### config.mk
export PLATFORM = sky130hd
export DESIGN_NAME = qexp_queue
export DESIGN_NICKNAME = d
export VERILOG_FILES = /design/src/qexp_pkg.sv /design/src/qexp_queue.sv
export SDC_FILE = /design/constraint.sdc
export NUM_CORES = 1
export LEC_CHECK = 0
export ABC_AREA = 1
export BUFFER_PORTS_ARGS = -buffer_cell sky130_fd_sc_hd__clkbuf_2
export CORE_MARGIN = 2
export CORE_UTILIZATION = 25
export CTS_BUF_LIST = sky130_fd_sc_hd__clkbuf_8
export DETAILED_ROUTE_END_ITERATION = 10
export RECOVER_POWER = 50
export SYNTH_ARGS = -nofsm -noshare
export SYNTH_HDL_FRONTEND = slang
export SYNTH_SLANG_ARGS = --single-unit
### constraint.sdc
create_clock -name clk -period 3.9 [get_ports clk]
set_input_delay 1.17 -clock clk [delete_from_list [all_inputs] [get_ports clk]]
set_output_delay 1.17 -clock clk [all_outputs]
set_load 0.05 [all_outputs]
### src/qexp_pkg.sv
// Shared types, constants and helper functions for the quaternion exponential block.
package qexp_pkg;

	// Fixed-point constants in Q.30.
	localparam logic [33:0] TWO_PI_Q30  = 34'd6746518852;
	localparam logic [33:0] PI_Q30      = 34'd3373259426;
	localparam logic [33:0] HALF_PI_Q30 = 34'd1686629713;
	localparam logic [30:0] ONE_Q30     = 31'h4000_0000;

	// Reset value of the small angle threshold, Q4.28.
	localparam logic [30:0] THRESH_RESET = 31'd268;

	// Taylor series length and the queue between the front and back parts.
	localparam int SERIES_TERMS = 7;
	localparam int QUEUE_DEPTH  = 4;
	localparam int QUEUE_AW     = $clog2(QUEUE_DEPTH);

	// Back pipeline: square root, reduction, series, clamp, divide, multiply and pack.
	localparam int BACK_STAGES = 32 + 5 + 3 * SERIES_TERMS + 1 + 32 + 2;

	// Vector part of one input word.
	typedef struct packed {
		logic signed [31:0] x;
		logic signed [31:0] y;
		logic signed [31:0] z;
	} vec_t;

	// Queue word: the vector and its sum of squares.
	typedef struct packed {
		vec_t        v;
		logic [63:0] sum;
	} work_t;

	// Result word.
	typedef struct packed {
		logic signed [31:0] x;
		logic signed [31:0] y;
		logic signed [31:0] z;
		logic signed [31:0] w;
	} res_t;

	// Magnitude of a signed 32-bit value; the most negative value maps to 2^31.
	function automatic logic [31:0] mag32(input logic signed [31:0] v);
		logic [31:0] m;
		m = v[31] ? 32'(-v) : 32'(v);
		return m;
	endfunction

	// Divisor of sine term k: (2k)(2k+1).
	function automatic logic [7:0] sin_div(input logic [2:0] k);
		logic [7:0] d;
		case (k)
			3'd1: d = 8'd6;
			3'd2: d = 8'd20;
			3'd3: d = 8'd42;
			3'd4: d = 8'd72;
			3'd5: d = 8'd110;
			3'd6: d = 8'd156;
			3'd7: d = 8'd210;
			default: d = 8'd1;
		endcase
		return d;
	endfunction

	// Divisor of cosine term k: (2k-1)(2k).
	function automatic logic [7:0] cos_div(input logic [2:0] k);
		logic [7:0] d;
		case (k)
			3'd1: d = 8'd2;
			3'd2: d = 8'd12;
			3'd3: d = 8'd30;
			3'd4: d = 8'd56;
			3'd5: d = 8'd90;
			3'd6: d = 8'd132;
			3'd7: d = 8'd182;
			default: d = 8'd1;
		endcase
		return d;
	endfunction

	// Reciprocal floor(2^34 / d) of each sine divisor.
	function automatic logic [33:0] sin_rcp(input logic [2:0] k);
		logic [33:0] r;
		case (k)
			3'd1: r = 34'd2863311530;
			3'd2: r = 34'd858993459;
			3'd3: r = 34'd409044504;
			3'd4: r = 34'd238609294;
			3'd5: r = 34'd156180628;
			3'd6: r = 34'd110127366;
			3'd7: r = 34'd81808900;
			default: r = 34'd0;
		endcase
		return r;
	endfunction

	// Reciprocal floor(2^34 / d) of each cosine divisor.
	function automatic logic [33:0] cos_rcp(input logic [2:0] k);
		logic [33:0] r;
		case (k)
			3'd1: r = 34'd8589934592;
			3'd2: r = 34'd1431655765;
			3'd3: r = 34'd572662306;
			3'd4: r = 34'd306783378;
			3'd5: r = 34'd190887435;
			3'd6: r = 34'd130150524;
			3'd7: r = 34'd94394885;
			default: r = 34'd0;
		endcase
		return r;
	endfunction

endpackage

### src/qexp_queue.sv
// Short queue of words between the front and back parts.
module qexp_queue import qexp_pkg::*; (
	input  logic  clk,
	input  logic  arst_n,
	input  logic  push,
	input  work_t push_word,
	output logic  full,
	input  logic  pop,
	output work_t head,
	output logic  nonempty
);

	work_t               mem_q [0:QUEUE_DEPTH-1];
	logic [QUEUE_AW-1:0] wp_q, rp_q;
	logic [QUEUE_AW:0]   cnt_q;

	assign full     = cnt_q == (QUEUE_AW+1)'(QUEUE_DEPTH);
	assign nonempty = cnt_q != '0;
	assign head     = mem_q[rp_q];

	// Pointers and fill count.
	always_ff @(posedge clk or negedge arst_n) begin
		if (!arst_n) begin
			wp_q  <= '0;
			rp_q  <= '0;
			cnt_q <= '0;
		end else begin
			if (push) wp_q <= wp_q + 1'b1;
			if (pop) rp_q <= rp_q + 1'b1;
			if (push && !pop) cnt_q <= cnt_q + 1'b1;
			else if (pop && !push) cnt_q <= cnt_q - 1'b1;
		end
	end

	// Entry storage.
	always_ff @(posedge clk) begin
		if (push) mem_q[wp_q] <= push_word;
	end

endmodule

==> out/metrics.csv, run 1 <==
metric,value,unit
Crit. End Element,output pin,
Hold Crit Class,in2async,
post-layout util,30.42,%
clock sink count,647,
routed len/inst,15.47,um
top post-synthesis cells by count,"640 x edfxtp_1, 494 x nand2_1, 331 x inv_1",
Die Y-Extent,323.6,um
crit path DAT,2500,ps
Max-cap violations,1,
ratio of cells with drive above 1 in the final layout,14.54,%
synthesized area per cell,13.33,um^2
Post-synth top flop,edfxtp_1,
mapped cell area,25540,um^2
final setup fails,0,
Sw Ratio,45.84,%
first-pass GRT wire length,85440,um
sequential cell area fraction in the yosys report,75.95,%
post-route ant nets,0,
CP startpoint kind,register,
outcome,"complete, but fails checks",
Area Overhead vs Synth,21.03,%
number of global-route vias before repair,14780,
CP required,2730,ps
port bufs,325,
Logic pwr share,44.2,%
top-count cell post-synth,edfxtp_1,
cts hold-fix bufs,0,
syn_nets,2085,
Compound-Gate Fraction of Synth Area,9.427,%
Pint,14.72,mW
GR Overflow Total,0,
dominant cell type by area after synthesis,edfxtp_1,
Top Ports,326,
post-route cell area,30910,um^2
number of remaining DRC errors,0,
final worst-path setup slack,233.3,ps
Synth Area in XOR/XNOR,0.1372,%
final period utilization,94.02,%
dpl ws,744.4,ps
Die Area,104700,um^2
GPL Wtd Cong,0.7047,
number of flops mapped to enable cells by yosys,640,
Setup TNS Final,0,ps
Initial Util,25.13,%
Via density,4.085,
Post-Synth Simple-Gate Area,7.340,%
final slew viol count,55,
largest net degree at the start of global routing,133,
hold slack,374.2,ps
CTS tree,yes,
clock latency on the worst-skew pair,760,ps
Max Buffers Root-to-Sink,3,
synth top area cells,"edfxtp_1 75%, o211ai_1 9.4%, nand2_1 7.3%, inv_1 4.9%, buf_2 1.4%",
synth warn,0,
RSZ-0062 raised after global routing,false,
core box area,101600,um^2
largest family of logic cells by synthesized area,compound AO/OA/AOI/OAI gates,
Synth Register Bits,647,
Iter 0 DRT Violations,842,
drt total wl,57970,um
synth unique cells,19,
Total Routing Usage GR,10.86,%
initial antenna violation count,17,
Setup Skew,43.16,ps
Inst Count DP,3532,
mux contribution to synthesized area,0,%
P_leak,11.81,nW
via count,15300,
Worst-Margin Slew,1782,ps
CP max FO,80,
clock power share,21.3,%
post-route minimum period,3667,ps
post-DP HPWL,32530,um
Nets,2452,
TritonRoute pass-1 iters,5,
die width,323.6,um
Root Buffer,clkbuf_8,
row cnt,117,
"Clk pin slew, worst setup/hold paths",70,ps
ys async rst share,1.082,%
Seq pwr share,34.6,%
Pwr Density,879.3,nW/um^2
adder-cell share of the synthesized area,0.3234,%
final cell count without fillers,3746,
Crit Path Category,reg2out,
Worst IR Drop VDD,0.6165,mV
cells after synthesis,1915,
Final Hold Fails,0,
Area after DPL,28920,um^2
switching pwr,12.46,mW
Layout fillers,10270,
"Power, Total",27.18,mW
area share of the largest cell type after synthesis,75.26,%
slew margin rel.,-18.83,%
violated checks,"capacitance limit, slew limit",
CTS HTree Levels,3,
fmax,272.7,MHz
CTS Buf Count,111,
cell usage in the layout, fill, tap and decap left out, drive strengths merged, types with 3 or more instances in the layout:
cell type / synthesis / final
clkinvlp: 0 / 7
buf: 74 / 33
clkinv: 0 / 48
nand2: 494 / 494
bufinv: 0 / 4
dfrtp: 7 / 7
edfxtp: 640 / 640
clkbuf: 33 / 439
ha: 5 / 5
o211ai: 320 / 320
diode: 0 / 6
inv: 332 / 364
xor2: 3 / 3
power by group through the flow:
| stage | Sequential [mW] | Clock [mW] | Combinational, mW |
|---|---|---|---|
| final | 9.40 | 5.78 | 12.0 |
| after detailed placement | 9.57 | 0 | 12.1 |
| after floorplan | 9.56 | 0 | 8.85 |
| after global routing | 9.51 | 6.29 | 13.0 |
| after global placement | 9.54 | 0 | 12.0 |
| after CTS | 9.40 | 6.01 | 12.3 |
final cells by class:
type | instances | area (um^2) | share of cell area, %
Inverter | 332 | 1269 | 4.105
Tap cell | 1368 | 1712 | 5.538
Sequential cell | 647 | 19400 | 62.77
Multi-Input combinational cell | 829 | 4429 | 14.33
Clock buffer | 112 | 1541 | 4.987
Clock inverter | 91 | 561.8 | 1.818
Timing Repair Buffer | 361 | 1978 | 6.400
Antenna cell | 6 | 15.01 | 0.04858
flip-flops by register name, summed over array words and instances (netlist names):
| register | count |
|---|---|
| wp_q | 2 |
| cnt_q | 3 |
| rp_q | 2 |
| mem_q | 640 |
final timing paths:
path                                 end  slack, ps  startpoint  cells after the start
min in group clk                cnt_q[2]        490    cnt_q[2]                      2
min reg2reg                     cnt_q[2]        490    cnt_q[2]                      2
max reg2reg                mem_q[3][148]       1280     wp_q[0]                      4
min                              rp_q[1]        370      arst_n                      1
max in group asynchronous        rp_q[0]       3070      arst_n                      1
max                             head[39]        230     rp_q[1]                      4
repair_timing:
action | in CTS | in global routing
endpoints found under the setup margin | 153 | 0
resized for setup | 3 | 0
setup buffers | 4 | 0
cells by family after synthesis:
| family | after synthesis |
|---|---|
| simple gates | 498 |
| fa+ha+maj | 6 |
| compound gates | 321 |
| flops | 647 |
| xor+xnor | 4 |
| buf+inv | 439 |
critical path, stage by stage (launching register included):
cell       delay (ps)
dfrtp_4           520
bufbuf_16         570
o211ai_1          170
nand2_1           110
clkbuf_2          280
per-layer routing:
| layer | vias to the layer above | GRT usage (%) | wire length [um] |
|---|---|---|---|
| met3 | 120 | 3.634 | 4211 |
| met5 | - | 0 | 107 |
| met1 | 7370 | 13.03 | 24090 |
| met4 | 16 | 4.537 | 1515 |
| li1 | 7453 | - | - |
| met2 | 345 | 17.85 | 28050 |
No activity file was read; power rests on OpenSTA's default activity.
==> run 2: changes to the inputs <==
- CTS_BUF_LIST: sky130_fd_sc_hd__clkbuf_8 -> sky130_fd_sc_hd__clkbuf_2 sky130_fd_sc_hd__clkbuf_4 sky130_fd_sc_hd__clkbuf_8
- SLEW_MARGIN: default -> 5
==> out/metrics.csv, run 2 (same netlist as run 1, synthesis figures left out) <==
metric,value,unit,change
slew margin rel.,-19.07,%,was -18.83%
worst r2r dst,mem_q[3][147],,was mem_q[3][148]
Crit path depth,5,,was 4
ratio of cells with drive above 1 in the final layout,15.85,%,was 14.54%
Via density,4.089,,was 4.085
CTS Buf Count,111,,unchanged
RSZ-0062 raised after global routing,false,,unchanged
post-DP HPWL,32530,um,unchanged
Inst Count DP,3532,,unchanged
Max-cap violations,1,,unchanged
initial antenna violation count,15,,was 17
GPL Wtd Cong,0.7047,,unchanged
Die Area,104700,um^2,unchanged
drt total wl,58070,um,was 57970 um
post-route ant nets,0,,unchanged
"commonest non-fill, non-tap cell in the layout",edfxtp_1,,unchanged
Die Y-Extent,323.6,um,unchanged
CP required,2730,ps,about the same
clock sink count,647,,unchanged
Total Routing Usage GR,10.86,%,about the same
Iter 0 DRT Violations,868,,was 842
Nets,2452,,unchanged
number of remaining DRC errors,0,,unchanged
Crit Path Category,reg2out,,unchanged
final slew viol count,55,,unchanged
core box area,101600,um^2,unchanged
Top Ports,326,,unchanged
Top reg by flops,mem_q,,unchanged
first-pass GRT wire length,85460,um,was 85440 um
Root Buffer,clkbuf_8,,unchanged
port bufs,325,,unchanged
TritonRoute pass-1 iters,5,,unchanged
routed len/inst,15.51,um,was 15.47 um
max FFs per register,640,,unchanged
GR Overflow Total,0,,unchanged
Hold Crit Class,in2async,,unchanged
"Clk pin slew, worst setup/hold paths",70,ps,about the same
CP bufs+invs,3,,was 2
worst setup path startpoint,rp_q[1],,unchanged
number of global-route vias before repair,14760,,was 14780
largest net degree at the start of global routing,133,,unchanged
worst r2r path cells,4,,unchanged
Max Buffers Root-to-Sink,3,,unchanged
final cell count without fillers,3743,,was 3746
row cnt,117,,unchanged
CTS tree,yes,,unchanged
final period utilization,93.97,%,was 94.02%
clock latency on the worst-skew pair,760,ps,about the same
Pwr Density,886.1,nW/um^2,was 879.3 nW/um^2
Setup Skew,39.98,ps,was 43.16 ps
worst path cell trace,"inv_12, buf_4, o211ai_1, nand2_1, clkbuf_2",,"was bufbuf_16, o211ai_1, nand2_1, clkbuf_2"
Area Overhead vs Synth,21.46,%,was 21.03%
die width,323.6,um,unchanged
cell family with most CP delay,buffers and inverters,,unchanged
crit path DAT,2490,ps,was 2500 ps
"reg-to-reg slack, setup",1270,ps,was 1280 ps
Worst IR Drop VDD,0.6164,mV,was 0.6165 mV
Critical-path top delay cell,dfrtp_4,,was bufbuf_16
violated checks,"capacitance limit, slew limit",,unchanged
Worst-Margin Slew,1786,ps,was 1782 ps
cts hold-fix bufs,0,,unchanged
fmax,272.9,MHz,was 272.7 MHz
top flop regs,"mem_q x640, cnt_q x3",,unchanged
Initial Util,25.13,%,unchanged
CP startpoint kind,register,,unchanged
P_leak,11.79,nW,was 11.81 nW
"commonest non-fill, non-tap cells in the layout","640 x edfxtp_1, 490 x nand2_1, 327 x inv_1, 320 x o211ai_1, 164 x clkbuf_2",,"was 640 x edfxtp_1, 490 x nand2_1, 358 x inv_1, 320 x o211ai_1, 164 x clkbuf_2"
via count,15310,,was 15300
Worst R2R Start,wp_q[0],,unchanged
Final Hold Fails,0,,unchanged
Crit. End Element,output pin,,unchanged
final setup fails,0,,unchanged
outcome,"complete, but fails checks",,unchanged
post-route minimum period,3665,ps,was 3667 ps
hold slack,371.9,ps,was 374.2 ps
CP max FO,39,,was 80
CTS HTree Levels,3,,unchanged
Crit path largest cell delay,560,ps,was 570 ps
run 2: worst max-delay path by stage:
stage,to,slack (ps)
2_1_floorplan,mem_q[1][0],-230
4_1_cts,head[128],60
3_3_place_gp,head[154],740
3_5_place_dp,head[128],740
5_1_grt,head[139],50
6_report,head[128],240
run 2: metal layers:
metal / part of all wire [%] / GRT usage (%) / up-vias
li1: - / - / 7451
met1: 42 / 13.05 / 7397
met2: 49 / 17.89 / 325
met3: 7.0 / 3.627 / 117
met4: 2.5 / 4.403 / 16
met5: 0.20 / 0 / -
run 2: per-stage QoR:
step           area [um^2]  setup TNS (ps)  utilization (%)  power [mW]  setup WS [ps]
6_report             31020               0            30.53       27.48          235.1
4_1_cts              31240               0            30.74       28.01          57.99
2_1_floorplan        25600         -147420                -       18.41         -230.3
3_3_place_gp         28920               0            28.46       21.54          745.0
5_1_grt              31010               0            30.53       29.09          51.05
3_5_place_dp         28920               0            28.46       21.64          744.4
run 2: final cells by class:
type                    instances  area, um^2
fillers                     10240       70580
diodes                          3       7.507
flip-flops and latches        647       19400
inverters                     332        1269
multi-input cells             829        4429
clock inverters                60       445.4
repair buffers                361        1978
well taps                    1368        1712
clock buffers                 143        1774
run 2: what timing repair did:
action	in CTS	in global routing
resized for setup	3	0
hold endpoints to repair	0	0
buffers inserted	4	0
setup endpoints to repair	153	0
run 2: power by group:
part / internal [mW] / switching [mW]
Combinational: 2.64 / 9.37
Sequential: 9.10 / 0.299
Clock: 3.28 / 2.80
Total: 15.0 / 12.5
